<file path="src/hdl/dbg_pkg.sv">
// Shared types, constants and helper functions of the detection box grouping unit.
// No dependencies; every other file of the block imports this package.
package dbg_pkg;

   localparam int MAX_BOXES  = 64;
   localparam int COORD_BITS = 12;
   localparam int IDX_W      = $clog2(MAX_BOXES);
   localparam int CNT_W      = IDX_W + 1;
   localparam int SUM_W      = COORD_BITS + IDX_W;
   localparam int EDGE_W     = COORD_BITS + 1;
   localparam int THR_W      = 7;
   localparam int WGT_W      = 16;
   localparam int TOL_W      = WGT_W + EDGE_W;
   localparam int SHIFT      = WGT_W + 1;
   localparam int CMP_W      = EDGE_W + SHIFT;
   localparam int CSR_IDX_W  = 1;
   localparam int CSR_DATA_W = 16;

   localparam logic [CSR_IDX_W-1:0] CSR_THRESHOLD = 1'd0;
   localparam logic [CSR_IDX_W-1:0] CSR_WEIGHT    = 1'd1;

   localparam logic [THR_W-1:0] THR_RESET = 7'd2;
   localparam logic [WGT_W-1:0] WGT_RESET = 16'd13107;

   typedef struct packed {
      logic [COORD_BITS-1:0] left;
      logic [COORD_BITS-1:0] top;
      logic [COORD_BITS-1:0] width;
      logic [COORD_BITS-1:0] height;
   } box_type;

   typedef struct packed {
      logic             valid;
      logic [CNT_W-1:0] count;
      logic             ovf;
   } job_type;

   typedef struct packed {
      logic             en;
      logic [IDX_W-1:0] addr;
      box_type          box;
   } wr_type;

   typedef struct packed {
      logic take;
      logic done;
   } eng_status_type;

   typedef struct packed {
      box_type box;
      logic    none_found;
      logic    capacity_exceeded;
      logic    final_item;
   } rsp_type;

   // a lies within b, edges included
   function automatic logic inside_box(box_type a, box_type b);
      logic [EDGE_W-1:0] ar, ab, br, bb;
      ar = EDGE_W'(a.left) + EDGE_W'(a.width);
      ab = EDGE_W'(a.top) + EDGE_W'(a.height);
      br = EDGE_W'(b.left) + EDGE_W'(b.width);
      bb = EDGE_W'(b.top) + EDGE_W'(b.height);
      return (a.left >= b.left) && (a.top >= b.top) && (ar <= br) && (ab <= bb);
   endfunction

   function automatic logic [EDGE_W-1:0] abs_diff(logic [EDGE_W-1:0] a,
                                                  logic [EDGE_W-1:0] b);
      return (a > b) ? a - b : b - a;
   endfunction

endpackage

</file>
<file path="src/hdl/dbg_rsp_fifo.sv">
// Small result queue between the engine and the rsp_ ports.
// Uses dbg_pkg.
module dbg_rsp_fifo import dbg_pkg::*; (
   input  logic    clock,
   input  logic    reset,
   input  logic    push,
   input  rsp_type push_item,
   output logic    full,
   input  logic    pop,
   output logic    empty,
   output rsp_type head
);

   localparam int DEPTH = 4;
   localparam int PTR_W = $clog2(DEPTH);

   rsp_type            mem_ff [DEPTH];
   logic [PTR_W-1:0]   wp_ff, wp_in, rp_ff, rp_in;
   logic [PTR_W:0]     cnt_ff, cnt_in;
   logic               do_push, do_pop;

   assign full    = cnt_ff == (PTR_W+1)'(DEPTH);
   assign empty   = cnt_ff == '0;
   assign do_push = push & ~full;
   assign do_pop  = pop & ~empty;

   always_comb begin
      wp_in  = do_push ? wp_ff + 1'b1 : wp_ff;
      rp_in  = do_pop ? rp_ff + 1'b1 : rp_ff;
      cnt_in = cnt_ff + (PTR_W+1)'(do_push) - (PTR_W+1)'(do_pop);
   end

   always_ff @(posedge clock) begin
      if (reset) begin
         wp_ff  <= '0;
         rp_ff  <= '0;
         cnt_ff <= '0;
      end else begin
         wp_ff  <= wp_in;
         rp_ff  <= rp_in;
         cnt_ff <= cnt_in;
      end
      if (do_push) begin
         mem_ff[wp_ff] <= push_item;
      end
   end

   assign head = mem_ff[rp_ff];

endmodule

</file>
<file path="config.mk">
export PLATFORM = sky130hd
export DESIGN_NAME = dbg_rsp_fifo
export DESIGN_NICKNAME = d
export VERILOG_FILES = /design/src/hdl/dbg_pkg.sv /design/src/hdl/dbg_rsp_fifo.sv
export SDC_FILE = /design/constraint.sdc
export NUM_CORES = 1
export LEC_CHECK = 0
export ABC_AREA = 1
export BUFFER_PORTS_ARGS = -buffer_cell sky130_fd_sc_hd__buf_2
export CORE_MARGIN = 1
export CORE_UTILIZATION = 40
export DETAILED_ROUTE_END_ITERATION = 8
export PLACE_DENSITY = 0.64
export REMOVE_ABC_BUFFERS = 1
export SETUP_SLACK_MARGIN = 0.2
export SYNTH_ARGS = -nofsm -noshare
export SYNTH_HDL_FRONTEND = slang
export SYNTH_SLANG_ARGS = --single-unit
</file>
<file path="constraint.sdc">
create_clock -name clock -period 5.95 [get_ports clock]
set_clock_uncertainty 0.2 [all_clocks]
set_input_delay 0 -clock clock [delete_from_list [all_inputs] [get_ports clock]]
set_output_delay 0 -clock clock [all_outputs]
set_load 0.05 [all_outputs]
</file>
# Word level (Yosys, flattened, before mapping)
# Memories as Yosys holds them, arrays and structs flattened. A register that Yosys moved wholly into a read port is not among the register bits.
# Cells that the tools add are included.
[totals] ramBits=204 register_bits=7 wordCells=18 input_bits=55 n_memories=1
[classes] bitwise=4 reduce_logical=1 n_eq_ne=1 n_addsub=4 mux=4
[memory_table] memory="mem_ff" depth=4 width=51 read_ports=1 rd_ports_with_merged_regs=1 wr=1 line="dbg_rsp_fifo.sv:17" rtl="rsp_type mem_ff [DEPTH];"
[ops] cell="2-bit by 1-bit adder with 2-bit output, second input constant" count=2
[ops] cell="2-bit 2-to-1 mux" count=2
[ops] cell="3-bit by 1-bit adder with 3-bit output" count=1
[ops] cell="3-bit equality test, second input constant" count=1
[ops] cell="3-bit zero test" count=1
[ops] cell="3-bit by 1-bit subtractor with 3-bit output" count=1
[ops] cell="1-bit AND" count=2
[ops] cell="1-bit 2-to-1 mux" count=2
[ops] cell="1-bit NOT" count=2

# Logic depth before layout (Yosys ltp)
# Gate-level depths: netlist of the first run.
[logic_depth] depth_word=5 depth_mapped=11 depth_no_buf=11

# Worst setup path after synthesis of the first run
# OpenSTA, ideal clock, no wires.
[synth_timing] kind="register to register" from="reg cnt_ff[1]" to="mem mem_ff[0][0] (netlist bit), enable pin" t_arrival_ps=2795 setup_slack_ps=2495 path_buffers=0 path_stages_with_launch=5 setup_time_ps=460 path_cell_list="dfxtp_1 nor2_1 nand2_1 nand2_1 nor2_1"
[synth_between] elab_chain_cells=5
[synth_lines] element="start, declared" line="dbg_rsp_fifo.sv:19" rtl="logic [PTR_W:0] cnt_ff, cnt_in;"
[synth_lines] element="start signal, assigned" line="dbg_rsp_fifo.sv:41" rtl="cnt_ff <= cnt_in;"
[synth_lines] element="3-bit equality test" line="dbg_rsp_fifo.sv:22" rtl="assign full = cnt_ff == (PTR_W+1)'(DEPTH);"
[synth_lines] element="1-bit NOT" line="dbg_rsp_fifo.sv:24" rtl="assign do_push = push & ~full;"
[synth_lines] element="1-bit AND" line="dbg_rsp_fifo.sv:24"
[synth_lines] element="1-bit 2-to-1 mux" line="dbg_rsp_fifo.sv:43" rtl="if (do_push) begin"
[synth_lines] element="1-bit 2-to-1 mux (implied by the code)" line="dbg_rsp_fifo.sv:44" rtl="mem_ff[wp_ff] <= push_item;"
[synth_lines] element="end, declared" line="dbg_rsp_fifo.sv:17"
# No other way between the ends.

==> run summary, run 1 <==
DRC errors left: 0
Comb pwr share: 30.9%
Max-slew headroom: 37.93%
Initial antenna violation count: 1
Share of post-route cells with drive strength above 1: 20.65%
Internal: 0.002901 W
Worst-margin pin slew: 929.6 ps
Post-route clock period utilization: 49.89%
Startpoint Class: flip-flop
Setup bufs post-CTS: 0
Sw power: 0.001715 W
Crit Path Class: reg -> out
Simple-gate area share of the yosys netlist: 6.195%
Ys Warns: 0
ANT nets after route: 0
Initial core utilization: 41.11%
Met1 usage: 20.64%
GRT Util Overall: 16.25%
RSZ-0062 raised after global routing: no
Count of final hold-check violations: 0
Finished Cell Area: 0.01003 mm²
FP Rows: 51
Final GP Congestion: 0.7510
Library cells used by synthesis: 18
CTS Buf Count: 23
CTS root buffer: clkbuf_16
Lkg Pwr: 3.581 nW
Placed cells: 909
Clock Tree Buf Depth: 3
Fmax: 336.9 MHz
Switch share: 37.16%
Fill count: 1690
Die W: 144.1 µm
Largest net degree at the start of global routing: 81
CORE AREA: 0.01965 mm²
Port buffer count: 107
DIE HEIGHT: 144.1 µm
Post-DR wirelength/cell: 16.73 µm
Nets: 786
Hold Crit Class: in -> reg
Most frequent cells in the layout: 204 x edfxtp_1, 112 x nor2_1, 107 x buf_2, 60 x o21ai_1, 55 x dlygate4sd3_1
Post-cts resize count: 0
Die area: 0.02077 mm²
Finished Layout Cells: 1007
Worst Path Required: 5750 ps
XOR/XNOR Fraction of Synth Area: 0%
Reg area: 0.006311 mm²
CP max FO: 58
Final Setup Violations: 0
Mux share of post-synthesis cell area: 0%
VDD IR max: 0.2700 mV
Grt peak-use layer: met2
Clock power share: 28.2%
CP endpoint kind: output port
Status: complete, no violations
Most common cell after layout, fill and taps aside: edfxtp_1
DRT iter0 DRCs: 298
CTS tree: done
HPWL after DPL: 9.000 mm
Clock Sinks: 213
Register bit total from synthesis: 213
Synth Area in Adders: 1.177%
Clock Pin Slew Worst Setup and Hold Paths: 60 ps
WL final: 16.85 mm
DRT Pass-1 Iters: 4
M3 GR Usage: 3.344%
Mapped cell area: 0.008079 mm²
Combined area of the multi-input logic cells: 0.001480 mm²
Synth Area in Compound Gates: 10.58%
Layout area overhead: 24.21%
Met2 GRT Util: 28.15%
Register area share after synthesis: 78.05%
Io pins: 108
WP data arrival: 2770 ps
Average cell area after synthesis: 14.38 µm²
Remaining global-route overflow: 0
Final setup TNS: 0 ps
Maxcap violations: 0
Post-DP Area: 0.008787 mm²
Min cycle time layout: 2969 ps
Worst-Skew Late Latency: 500 ps
Fin. max-slew vios: 0
Via count: 5008
Power Density: 460.0 mW/mm²
Vias per cell: 4.973
Vias in the first global route: 5043
First-pass GRT wire length: 25.83 mm
H-Tree Depth: 1
Reg power frac: 40.8%
Post-Syn Instances: 562
Main combinational cell family by area after synthesis: compound AO/OA/AOI/OAI gates
[through the flow]
step | utilization (%) | hold slack, ps | setup slack (ps) | total power (W)
5_1_grt | 51.06 | 44.82 | 2782 | 0.004829
4_1_cts | 51.04 | 34.62 | 2931 | 0.004672
6_report | 51.06 | 48.81 | 2981 | 0.004616
3_3_place_gp | 44.71 | -16.64 | 3447 | 0.003302
3_5_place_dp | 44.71 | -10.64 | 3422 | 0.003333
2_1_floorplan | - | -128.8 | 2111 | 0.002938
[power groups by stage]
| stage | sequential, W | combinational (W) | clock [W] |
|---|---|---|---|
| 2_1_floorplan | 0.00194 | 0.000994 | 0 |
| 3_3_place_gp | 0.00191 | 0.00139 | 0 |
| 3_5_place_dp | 0.00192 | 0.00142 | 0 |
| 4_1_cts | 0.00189 | 0.00145 | 0.00134 |
| 5_1_grt | 0.00190 | 0.00154 | 0.00139 |
| 6_report | 0.00188 | 0.00143 | 0.00130 |
[worst max-delay path, stage by stage (launching register included)]
cell	delay (ps)
dfxtp_4	510
clkinv_2	560
buf_4	550
o21ai_0	290
o22ai_1	100
buf_2	220
[registers in the layout (all words and copies together) (netlist names), named ones only]
| signal | cells |
|---|---|
| mem_ff | 204 |
| cnt_ff | 3 |
| rp_ff | 2 |
| wp_ff | 2 |
[synthesized netlist by cell type]
cell type  number  area share, %
buf_2           7           0.43
inv_2           2          0.093
dfxtp_1         9            2.2
a21oi_1         5           0.31
clkbuf_1        5           0.23
edfxtp_1      204             76
inv_1          18           0.84
fa_1            1           0.25
o21ai_1        60            3.7
nand2_1        12           0.56
buf_6          13            1.8
nor2_1        116            5.4
buf_4           5           0.46
nand3_1         4           0.25
clkbuf_2        2           0.12
ha_1            6           0.93
o21ai_0        42            2.6
o22ai_1        51            3.9
[metal layers]
metal	share of wire, %	vias up
met2	49	114
met3	6.0	24
li1	-	2423
met4	1.6	0
met5	0	-
met1	44	2447
[worst paths after layout]
path / startpoint / endpoint / slack (ps) / cells after the start
setup reg to reg: cnt_ff[1] / mem_ff[1][34] / 3450 / 5
setup / recovery: flip-flop / head[44] / 2980 / 5
hold / removal: push_item[1] / mem_ff[0][1] / 50 / 2
hold reg to reg: rp_ff[0] / rp_ff[0] / 310 / 2
[cells by family (layout without fill, tap and decap cells)]
family / Yosys count / count (layout)
compound gates: 158 / 158
fa+ha+maj: 7 / 7
buf+inv: 52 / 231
flops: 213 / 213
other cells: 0 / 1
simple gates: 132 / 132
[area by class of cell]
type / instances / area share [%]
antenna: 1 / 0.02494
timing repair buffer: 169 / 11.35
tap: 265 / 3.304
clock inverter: 14 / 0.9975
multi-input combinational: 297 / 14.75
clock buffer: 28 / 5.923
inverter: 20 / 0.7606
sequential: 213 / 62.89
[timing repair]
item / 4_1_cts / 5_1_grt
hold buffers: 55 / 0
endpoints found under the hold margin: 213 / 0
endpoints found under the setup margin: 0 / 0
No activity file was read; power rests on OpenSTA's default activity.
==> run 2: changes to the inputs <==
==> constraint.sdc (replaced) <==
create_clock -name clock -period 3 [get_ports clock]
set_clock_uncertainty 0.2 [all_clocks]
set_input_delay 0 -clock clock [delete_from_list [all_inputs] [get_ports clock]]
set_output_delay 0 -clock clock [all_outputs]
set_load 0.05 [all_outputs]
==> run 2 against run 1 <==
Final cell count shrank 0.60%. Critical path depth is the same. Sequential cell count stayed put. Sequential share of layout area fell by 0.11 points. Global-route usage down 0.30 points. Count of clock-buffer cells in the layout increased by 1. Die area unchanged. First-iteration DRC count fell by 11%. Clock power grew 90%. Critical path type unchanged.
==> run summary, run 2 (synthesis gave the netlist of run 1 again) <==
Status: complete, no violations
Final setup TNS: 0 ps
Max-slew headroom: 50.38%
VDD IR max: 0.5178 mV
Post-DR wirelength/cell: 16.49 µm
Top sig layer: met4
Initial core utilization: 41.11%
FP Rows: 51
GRT Util Overall: 15.95%
Io pins: 108
Power Density: 903.3 mW/mm²
Most common cell after layout, fill and taps aside: edfxtp_1
Share of post-route cells with drive strength above 1: 20.54%
Hold path endpoint: cnt_ff[1]
Max reg flops: 204
RSZ-0062 raised after global routing: yes
WL final: 16.51 mm
Total Power: 0.009080 W
Final GP Congestion: 0.8086
Layout area overhead: 24.42%
Die W: 144.1 µm
Port buffer count: 107
Met1 wire length: 7.124 mm
Clock Sinks: 213
Crit Path Class: reg -> out
Hold depth: 3
CP max FO: 66
Initial antenna violation count: 1
WP data arrival: 2470 ps
H-Tree Depth: 1
CTS Buf Count: 22
Clock Pin Slew Worst Setup and Hold Paths: 60 ps
Worst R2R Setup Slack: 620 ps
Remaining global-route overflow: 0
Fmax: 375.1 MHz
Largest net degree at the start of global routing: 67
Worst-margin pin slew: 744.3 ps
R2R cell count: 9
Count of final hold-check violations: 0
WHS: 28.06 ps
Hold_sp: reset
Startpoint Class: flip-flop
Final Setup Violations: 0
DRT Pass-1 Iters: 4
Met3 WL: 1.011 mm
DRC errors left: 0
Maxcap violations: 0
CORE AREA: 0.01965 mm²
Clock Tree Buf Depth: 3
Hold Crit Class: in -> reg
Lkg Pwr: 3.575 nW
Fin. max-slew vios: 0
Via count: 4998
Nets: 786
Post-route clock period utilization: 88.87%
Vias in the first global route: 5060
Worst R2R Start: cnt_ff[1]
Reg2reg end: cnt_ff[2]
First-pass GRT wire length: 25.32 mm
Worst Path Required: 2800 ps
ANT nets after route: 0
HPWL after DPL: 8.878 mm
Min cycle time layout: 2666 ps
CP endpoint kind: output port
Most frequent cells in the layout: 204 x edfxtp_1, 112 x nor2_1, 107 x buf_2, 60 x o21ai_1, 54 x dlygate4sd3_1
Die area: 0.02077 mm²
CTS root buffer: clkbuf_16
Largest regs: mem_ff (204), cnt_ff (3)
Worst-Skew Late Latency: 490 ps
Vias per cell: 4.993
DRT iter0 DRCs: 266
DR WL met2: 8.039 mm
Top reg by flops: mem_ff
CTS tree: done
DIE HEIGHT: 144.1 µm
run 2: cell count changes in the layout (fill, tap and decap cells not counted):
cell and delta:
clkinv_2 -2, buf_12 +4, inv_6 -1, clkinv_1 -4, buf_6 +1, buf_4 -3, dlygate4sd3_1 -1, inv_8 -1
clkbuf_1 +1
run 2: routing by layer:
layer / track usage, % / vias up
met1: 19.41 / 2427
met3: 3.344 / 29
met4: 5.095 / 0
met5: 0 / -
li1: - / 2409
met2: 28.22 / 133
run 2: worst max path at each step:
stage	end	cells past startpoint
6_report	head[40]	5
5_1_grt	head[38]	5
4_1_cts	head[37]	4
3_5_place_dp	cnt_ff[2]	9
3_3_place_gp	cnt_ff[2]	9
2_1_floorplan	head[0]	3
run 2: layout make-up:
cell class | count | area [µm²]
Tap cell | 265 | 331.6
Timing Repair Buffer | 170 | 1197
Inverter | 20 | 76.32
Fill cell | 1701 | 9602
Sequential cell | 213 | 6311
Multi-Input combinational cell | 297 | 1480
Clock buffer | 29 | 598.1
Clock inverter | 6 | 55.05
Antenna cell | 1 | 2.502
run 2: through the flow:
step / cells / setup WS [ps] / area (µm²) / utilization [%]
global placement: 911 / 750.7 / 8852 / 45.04
finish: 1001 / 333.8 / 10050 / 51.15
global route: 1001 / 199.5 / 10050 / 51.15
detailed placement: 911 / 640.5 / 8852 / 45.04
floorplan: 530 / -839.2 / 7831 / -
CTS: 1000 / 267.9 / 10050 / 51.11
run 2: timing repair:
action | 4_1_cts | 5_1_grt
hold buffers | 54 | 0
setup endpoints to repair | 0 | 7
setup buffers | 0 | 0
resized for setup | 0 | 1
hold endpoints to repair | 213 | 0
run 2: critical path, cell delays in order, from the launching register on:
cell and delay [ps]:
dfxtp_4 510, clkinv_2 110, buf_4 560, o21ai_0 200
o22ai_1 190, buf_2 300
run 2: where the power goes:
part	internal (W)	switching, W	total, W
Clock	0.00147	0.000999	0.00247
Combinational	0.000655	0.00218	0.00283
Sequential	0.00363	0.000150	0.00377
Total	0.00575	0.00333	0.00908
