$ cat src/hdl/dbg_pkg.sv
// Shared types, constants and helper functions of the detection box grouping unit.
// No dependencies; every other file of the block imports this package.
package dbg_pkg;

   localparam int MAX_BOXES  = 64;
   localparam int COORD_BITS = 12;
   localparam int IDX_W      = $clog2(MAX_BOXES);
   localparam int CNT_W      = IDX_W + 1;
   localparam int SUM_W      = COORD_BITS + IDX_W;
   localparam int EDGE_W     = COORD_BITS + 1;
   localparam int THR_W      = 7;
   localparam int WGT_W      = 16;
   localparam int TOL_W      = WGT_W + EDGE_W;
   localparam int SHIFT      = WGT_W + 1;
   localparam int CMP_W      = EDGE_W + SHIFT;
   localparam int CSR_IDX_W  = 1;
   localparam int CSR_DATA_W = 16;

   localparam logic [CSR_IDX_W-1:0] CSR_THRESHOLD = 1'd0;
   localparam logic [CSR_IDX_W-1:0] CSR_WEIGHT    = 1'd1;

   localparam logic [THR_W-1:0] THR_RESET = 7'd2;
   localparam logic [WGT_W-1:0] WGT_RESET = 16'd13107;

   typedef struct packed {
      logic [COORD_BITS-1:0] left;
      logic [COORD_BITS-1:0] top;
      logic [COORD_BITS-1:0] width;
      logic [COORD_BITS-1:0] height;
   } box_type;

   typedef struct packed {
      logic             valid;
      logic [CNT_W-1:0] count;
      logic             ovf;
   } job_type;

   typedef struct packed {
      logic             en;
      logic [IDX_W-1:0] addr;
      box_type          box;
   } wr_type;

   typedef struct packed {
      logic take;
      logic done;
   } eng_status_type;

   typedef struct packed {
      box_type box;
      logic    none_found;
      logic    capacity_exceeded;
      logic    final_item;
   } rsp_type;

   // a lies within b, edges included
   function automatic logic inside_box(box_type a, box_type b);
      logic [EDGE_W-1:0] ar, ab, br, bb;
      ar = EDGE_W'(a.left) + EDGE_W'(a.width);
      ab = EDGE_W'(a.top) + EDGE_W'(a.height);
      br = EDGE_W'(b.left) + EDGE_W'(b.width);
      bb = EDGE_W'(b.top) + EDGE_W'(b.height);
      return (a.left >= b.left) && (a.top >= b.top) && (ar <= br) && (ab <= bb);
   endfunction

   function automatic logic [EDGE_W-1:0] abs_diff(logic [EDGE_W-1:0] a,
                                                  logic [EDGE_W-1:0] b);
      return (a > b) ? a - b : b - a;
   endfunction

endpackage

$ cat src/hdl/dbg_front.sv
// Input side: accepts requests, writes rectangles into the engine's box store,
// and hands a finished set to the engine through a one-deep job queue. Uses dbg_pkg.
module dbg_front import dbg_pkg::*; (
   input  logic           clock,
   input  logic           reset,
   input  logic           req_push,
   output logic           req_full,
   input  box_type        req_box,
   input  logic           req_set_end,
   input  eng_status_type eng_stat,
   output job_type        job,
   output wr_type         box_wr
);

   logic [CNT_W-1:0] cnt_ff, cnt_in, cnt_nx;
   logic             ovf_ff, ovf_in, ovf_nx;
   logic             hold_ff, hold_in;
   job_type          job_ff, job_in;
   logic             acc, room;

   assign acc  = req_push & ~hold_ff;
   assign room = cnt_ff < CNT_W'(MAX_BOXES);

   always_comb begin
      cnt_nx      = room ? cnt_ff + 1'b1 : cnt_ff;
      ovf_nx      = ovf_ff | ~room;
      cnt_in      = cnt_ff;
      ovf_in      = ovf_ff;
      hold_in     = hold_ff;
      job_in      = job_ff;
      box_wr.en   = acc & room;
      box_wr.addr = cnt_ff[IDX_W-1:0];
      box_wr.box  = req_box;
      if (acc) begin
         if (req_set_end) begin
            job_in  = '{valid: 1'b1, count: cnt_nx, ovf: ovf_nx};
            cnt_in  = '0;
            ovf_in  = 1'b0;
            hold_in = 1'b1;
         end else begin
            cnt_in = cnt_nx;
            ovf_in = ovf_nx;
         end
      end
      if (eng_stat.take) begin
         job_in.valid = 1'b0;
      end
      // hold off new requests until the engine has released the box store
      if (eng_stat.done) begin
         hold_in = 1'b0;
      end
   end

   always_ff @(posedge clock) begin
      if (reset) begin
         cnt_ff  <= '0;
         ovf_ff  <= 1'b0;
         hold_ff <= 1'b0;
         job_ff  <= '0;
      end else begin
         cnt_ff  <= cnt_in;
         ovf_ff  <= ovf_in;
         hold_ff <= hold_in;
         job_ff  <= job_in;
      end
   end

   assign req_full = hold_ff;
   assign job      = job_ff;

endmodule

$ cat config.mk
export PLATFORM = sky130hd
export DESIGN_NAME = dbg_front
export DESIGN_NICKNAME = d
export VERILOG_FILES = /design/src/hdl/dbg_pkg.sv /design/src/hdl/dbg_front.sv
export SDC_FILE = /design/constraint.sdc
export NUM_CORES = 1
export LEC_CHECK = 0
export ABC_CLOCK_PERIOD_IN_PS = 3640
export BUFFER_PORTS_ARGS = -buffer_cell sky130_fd_sc_hd__buf_4
export CORE_AREA = 2 2 60 62
export DETAILED_ROUTE_END_ITERATION = 10
export DIE_AREA = 0 0 62 64
export PLACE_DENSITY = 0.82
export SETUP_SLACK_MARGIN = 0.1
export SYNTH_ARGS = -nofsm -noshare
export SYNTH_HDL_FRONTEND = slang
export SYNTH_SLANG_ARGS = --single-unit
export TNS_END_PERCENT = 30
$ cat constraint.sdc
create_clock -name clock -period 3.64 [get_ports clock]
set_input_delay 0.364 -clock clock [delete_from_list [all_inputs] [get_ports clock]]
set_output_delay 0.364 -clock clock [all_outputs]
set_load 0.02 [all_outputs]
# [Yosys cells after proc, flatten, opt, wreduce, memory -nomap -nowiden]
# Index checks and enable logic that the tools add are counted.
[op_classes] add_sub_neg=1 mul=0 div_mod_pow=0 order_cmp=1 n_eq_ne=0 shifts=0 n_mux=3 n_bitwise=5 reduce_logical=3
[ops] operator="$mux W7" count=2
[ops] operator="$add A7 B1 Y7 const B" count=1
[ops] operator="$lt A7 B7 Y1 const B" count=1
[ops] operator="$reduce_or A2 Y1" count=2
[ops] operator="$and A1 B1 Y1" count=2
[ops] operator="$not A1 Y1" count=2
[ops] operator="$reduce_and A2 Y1" count=1
[ops] operator="$mux W1" count=1
[ops] operator="$or A1 B1 Y1" count=1
[totals] reg_bits=18 latchBits=0 ramBits=0 mem_bits_ro=0 inputBits=54 out_inout_bits=65 elab_cells=19 mem_count=0

# [Longest topological paths before layout]
# Gate-level depths: netlist of run 1.
[logic_depth] depth_word=4 depth_mapped=6 ltp_nobuf=5

# [Worst setup path before layout of run 1]
# Ideal clock, no wire load.
[synth_timing] path_type="register -> register" start="register cnt_ff[0]" end="register cnt_ff[4]" setup_time_ns=0.071 arrival_time_ns=1.261 required_ns=3.569 slack_ns=2.308 stages_incl_launch_ff=6 n_path_buf=0 period_less_slack_ns=1.332 cell_sequence="dfxtp_1 > ha_1 > nand4b_1 > xor2_1 > or3_1 > a21oi_1"
[synth_via] elab_chain_len=3 elab_cells_between_ends=4 cone_classes="1 x add/sub; 1 x order compare; 2 x mux"
[synth_lines] item="from (decl)" line_no="dbg_front.sv:15" text="logic [CNT_W-1:0] cnt_ff, cnt_in, cnt_nx;"
[synth_lines] item="from (signal assigned)" line_no="dbg_front.sv:61" text="cnt_ff <= cnt_in;"
[synth_lines] item="$add A7 B1 Y7 / $lt A7 B7 Y1 (equally long branches)" line_no="dbg_front.sv:25, dbg_front.sv:22"
[synth_lines] item="$mux W7 *" line_no="dbg_front.sv:25" text="cnt_nx = room ? cnt_ff + 1'b1 : cnt_ff;"
[synth_lines] item="$mux W7 *" line_no="dbg_front.sv:35" text="if (req_set_end) begin"
# Every way passes the cells marked *; elsewhere a longest branch is shown, timed or not.
# A chain may end at the register's enable or synchronous reset.

==> results of run 1 <==
==> final timing paths <==
path                                   from         end  slack [ps]
worst max-delay path               req_full  box_wr[54]        2040
worst min-delay path            eng_stat[1]      job[8]         220
worst max register to register     req_full      job[1]        2090
worst min register to register    cnt_ff[4]   cnt_ff[4]         500
==> layout by cell type (no fill, tap or decap), drive strengths merged <==
cell	count
a2111oi	1
a211oi	7
dfxtp	18
and3	1
nor3	4
xnor2	2
a21oi	8
nand2b	1
a22oi	1
nor3b	1
a31oi	1
xor2	3
inv	1
nand2	3
and3b	1
nor2	16
o21ai	4
mux2i	2
nand4b	1
nor2b	2
buf	22
ha	1
or3b	1
and2	1
or3	3
clkbuf	4
==> worst max-delay path, stage by stage (launching register included) <==
cell	delay [ps]
dfxtp_1	400
nand2b_1	280
nor2_1	90
buf_4	170
==> stage by stage <==
stage	util [%]	hold slack (ps)	cells	power [mW]	setup slack (ps)
2_1_floorplan	-	441	144	0.324	2310
3_3_place_gp	29.9	483	152	0.266	2020
3_5_place_dp	29.9	491	152	0.267	1960
4_1_cts	31.0	205	156	0.391	2030
5_1_grt	31.0	190	156	0.410	1870
6_report	31.0	215	156	0.386	2040
==> report_power, final <==
group	switching [mW]	total [mW]	internal, mW
logic	0.0304	0.0527	0.0224
registers	0.00502	0.209	0.204
clock network	0.0634	0.124	0.0610
total	0.0987	0.386	0.288
==> kinds of logic after synthesis <==
family                     count (synthesis)  share of synthesized area (%)
AOI/OAI and AO/OA                         22                           11.8
xor gates and xnor gates                   5                           3.66
adders and majority gates                  1                           1.04
buffers and inverters                     61                           36.9
DFF                                       18                           30.1
muxes                                      2                           1.67
and+or+nand+nor                           35                           14.8
==> final cells by class <==
| type | count | area (µm²) | area share [%] |
|---|---|---|---|
| Multi-Input combinational cell | 65 | 395 | 38.8 |
| Sequential cell | 18 | 360 | 35.4 |
| Timing Repair Buffer | 22 | 165 | 16.2 |
| Tap cell | 46 | 57.6 | 5.65 |
| Clock buffer | 4 | 36.3 | 3.56 |
| Inverter | 1 | 3.75 | 0.369 |
==> routing by layer <==
layer	vias to the layer above	part of all wire, %	GRT usage (%)
li1	362	-	-
met1	331	44	12.7
met2	35	43	13.9
met3	4	13	6.68
met4	0	0.53	4.26
met5	-	0	0
==> flip-flops by register name, summed over array words and instances (netlist names) <==
signal    cells
job           9
ovf_ff        1
req_full      1
cnt_ff        7
==> results.toml, run 1 <==
[synthesis]
synth_nets = 199
synth-main-ff-cell = "dfxtp_1"
yosysSeqAreaShare_pct = 30.1
avgSynthCellArea_um2 = 8.32
ys_async_sr_fraction_pct = 0
yosys-top-cells-area = "buf_4, dfxtp_1, nor2_1"
ys_ff_latch = 18
netlist_area_mm2 = 0.00120
yosysMostFrequentCell = "buf_4"
synth-edff-count = 0
yosys_warnings = 0
ys_types = 27
synth_top_area_cell = "buf_4"
synth_top_cell_area_share_pct = 35.1
synthTopCellsByCount = "buf_4, dfxtp_1, nor2_1"
synthCells = 144

[timing]
period_minus_slack_ps = 1600
clock.fmax_mhz = 627
final.period_utilization_pct = 43.8
slew_violations = 0
relSlewSlack_pct = 58.7
finalSetupViolCount = 0
clock_skew_ps = 3.13
fin_setup_tns_ps = 0
rsz0062_at_grt = "false"
hold_viol = 0
worst_pin_slew_ps = 620

[die]
start_util_pct = 36.5
dieArea_mm2 = 0.00397
die_w_um = 62
die_height_um = 64
coreArea_mm2 = 0.00328
rows = 21
ios = 119

[routing]
drcViolationCount = 0
routed_via_density = 4.69
postRouteAntennaNets = 0
wire_per_inst_um = 12.1
vias = 732
routed_wirelength_um = 1880
dr.pass1.iters = 4
first_iter_violations = 32

[run]
drv_cap = 0

[grt]
grt_max_degree = 20
grt_overflow = 0
grt_pass1_wl_um = 3130
antenna_found_initial = 0
track_usage_pct = 10.3
grt_pass1_vias = 702

[placed_design]
dp_hpwl_um = 1390
port_buffers = 22
placed_cell_area_um2 = 982
gp_congestion = 0.818

[pwr]
ir_drop_mv = 0.140
pwr_density_cell_mw_per_mm2 = 379
p_leak_nw = 0.394

[clock_tree]
clk_path_buf_depth = 2
path_clk_slew_ps = 110
htreeDepth = 1
clk_latency_ps = 290
cts.sinks = 18
cts_resized = 0
cts-root-buf = "clkbuf_4"
cts_buffers = 3
cts-hold-fix-buffers = 0
post_cts_buffers = 0
cts_tree = "done"

[critical_path]
end_kind = "output pin"
arrival_ps = 1230
crit_path_start_kind = "flop"
path_class = "flop to output pin"
reg2regPathDepth = 4
cp_max_fo = 6
required_ps = 3280

[min_path]
hold_path_depth = 2
hold_path.class = "input port to flop"

[layout]
area_growth_syn_to_layout_pct = -14.9
nFillCells = 358
layout.nets = 166
antenna_cells = 0
drive_gt1_share_pct = 25.5
final_area_mm2 = 0.00102

[status]
status = "complete, no violations"
(Power assumes the default switching activity.)
==> run 2, diff against run 1 <==
ABC_AREA = 1   (was unset)
ABC_CLOCK_PERIOD_IN_PS = 1300   (was 3640)
CORE_AREA = 2 2 65 67   (was 2 2 60 62)
DIE_AREA = 0 0 67 69   (was 0 0 62 64)
PLACE_DENSITY = 0.74   (was 0.82)
clock period = 1.3 ns   (was 3.64 ns; I/O delays follow)
==> run 2 against run 1 <==
  * Worst setup slack got worse by 1900 ps
  * Cell count up 17%
  * Utilization shrank 3.1 points
  * Worst hold slack lost 190 ps
  * First-iteration DRC count fell by 66%
  * Combinational power increased by 120%
  * Sequential power rose to 2.7 times the previous value
  * Highest routed layer unchanged
==> results.toml, run 2 <==
[status]
status = "complete, no violations"

[synthesis]
synth-edff-count = 0
synthCells = 159
synthXorXnorAreaFrac_pct = 0.726
ys_async_sr_fraction_pct = 0
yosys_warnings = 0
yosys-top-cells-area = "buf_4, dfxtp_1, nand2_1"
synth_top_family_by_area = "buffers and inverters"
yosysMostFrequentCell = "buf_4"
ys_types = 23
synth-main-ff-cell = "dfxtp_1"
synth_top_cell_area_share_pct = 33.6
ys_ff_latch = 18
synthAdderAreaFrac_pct = 1.04
synth_top_area_cell = "buf_4"
synth_nets = 214
yosysSeqAreaShare_pct = 29.9
synth_compound_area_share_pct = 7.68
synthMuxAreaShare_pct = 0
synthTopCellsByCount = "buf_4, nand2_1, dfxtp_1"
netlist_area_mm2 = 0.00121
yosys.area_share.simple_pct = 23.9
avgSynthCellArea_um2 = 7.59

[critical_path]
reg2regPathDepth = 6
slowest_stage = "dfxtp_2"
r2r-end = "job[2]"
crit_chain = "nor2_4, inv_4, nor2_1, buf_4"
r2r_slack_ps = 180
arrival_ps = 1050
max_stage_delay_ps = 340
worst_r2r_startpoint = "req_full"
path_class = "flop to output pin"
end_kind = "output pin"
cp_max_fo = 9
crit_path_start_kind = "flop"
required_ps = 1170

[timing]
period_minus_slack_ps = 1180
clock_skew_ps = 1.14
relSlewSlack_pct = 86.6
rsz0062_at_grt = "true"
finalSetupViolCount = 0
worst_pin_slew_ps = 200
clock.fmax_mhz = 848
slew_violations = 0
layout_setup_ws_ps = 121
fin_setup_tns_ps = 0
final.period_utilization_pct = 90.7
hold_viol = 0

[layout]
antenna_cells = 0
drive_gt1_share_pct = 33.3
nFillCells = 443
final_cell_mix = "nand2_1, buf_4, dfxtp_1"
area_growth_syn_to_layout_pct = -9.44
layout.nets = 189
final_area_mm2 = 0.00109
layout_commonest_cell = "nand2_1"
largest_register_ffs = 9
post-route-util_pct = 27.9

[die]
die_height_um = 69
dieArea_mm2 = 0.00462
coreArea_mm2 = 0.00391
start_util_pct = 30.8
die_w_um = 67
ios = 119
rows = 23

[grt]
track_usage_pct = 8.72
grt_pass1_vias = 746
grt_pass1_wl_um = 3190
grt_overflow = 0
grt_max_degree = 11
antenna_found_initial = 0

[min_path]
hold_start = "eng_stat[0]"
hold_path.class = "input port to flop"
hold_path_end = "req_full"
hold_path_depth = 2

[clock_tree]
cts_buffers = 3
path_clk_slew_ps = 60
cts-root-buf = "clkbuf_8"
clk_path_buf_depth = 2
cts.sinks = 18
cts_tree = "done"
htreeDepth = 1
clk_latency_ps = 250
cts-hold-fix-buffers = 0

[pwr]
power_mw = 1.07
pwr_density_cell_mw_per_mm2 = 978
ir_drop_mv = 0.696
p_leak_nw = 0.478

[routing]
wire_per_inst_um = 10.9
routed_via_density = 4.27
routed_wirelength_um = 1990
vias = 777
postRouteAntennaNets = 0
first_iter_violations = 11
dr.pass1.iters = 4
drcViolationCount = 0

[placed_design]
dp_hpwl_um = 1540
placed_cell_area_mm2 = 0.00104
port_buffers = 22
place_ws_ps = 139
gp_congestion = 0.818

[run]
drv_cap = 0
[run 2: cell count changes in the layout (fill, tap and decap cells not counted), sizes merged, moves of 6 or more]
cell    change
nand2      +39
inv         +8
nand3       +8
nor2        -7
a211oi      -6
[run 2: kinds of logic after synthesis]
logic type,count (synthesis)
adder cells (fa/ha/maj),1
flip-flops,18
buffers and inverters,64
AND/OR/NAND/NOR,60
XOR/XNOR,1
AO/OA/AOI/OAI,15
[run 2: worst max-delay path by stage]
| stage | end | slack, ps | depth (start not counted) | startpoint |
|---|---|---|---|---|
| after floorplan | job[2] | 210 | 4 | cnt_ff[0] |
| after CTS | box_wr[54] | 110 | 4 | req_full |
| after detailed placement | cnt_ff[6] | 140 | 5 | cnt_ff[1] |
| after global placement | cnt_ff[6] | 220 | 5 | cnt_ff[1] |
| after global routing | box_wr[54] | 70 | 4 | req_full |
| final | box_wr[54] | 120 | 4 | req_full |
[run 2: power breakdown]
part	switching (mW)	internal, mW
combinational	0.0690	0.0449
clock	0.183	0.206
sequential	0.00569	0.560
total	0.258	0.811
[run 2: critical path, delay by kind of cell (launching register included)]
| family | cells | cell delay [ps] |
|---|---|---|
| and+or+nand+nor | 2 | 220 |
| DFF | 1 | 340 |
| buffers and inverters | 2 | 240 |
[run 2: repair_timing]
action / 4_1_cts / 5_1_grt
pin swaps: 1 / 0
setup buffers: 1 / 0
gates resized for setup: 2 / 2
endpoints found under the setup margin: 1 / 6
hold endpoints to repair: 0 / 0
cloned: 0 / 0
[run 2: per-stage QoR]
step           instances  hold slack (ps)
2_1_floorplan        159              203
6_report             182             24.4
4_1_cts              182             19.7
5_1_grt              182             21.5
3_3_place_gp         178              260
3_5_place_dp         178              260
[run 2: layout make-up]
class,instances,area [µm²],area share (%)
inverter,9,36.3,3.32
multi-input combinational,77,402,36.8
clock buffer,3,41.3,3.78
tap,50,62.6,5.73
timing repair buffer,25,188,17.2
sequential,18,363,33.2
[run 2: metal layers]
layer  part of all wire [%]  track usage [%]  vias to the layer above
li1                       -                -                      393
met1                     43             9.45                      342
met2                     45             14.3                       36
met3                     11             4.73                        6
met4                    1.1             2.72                        0
met5                      0                0                        -
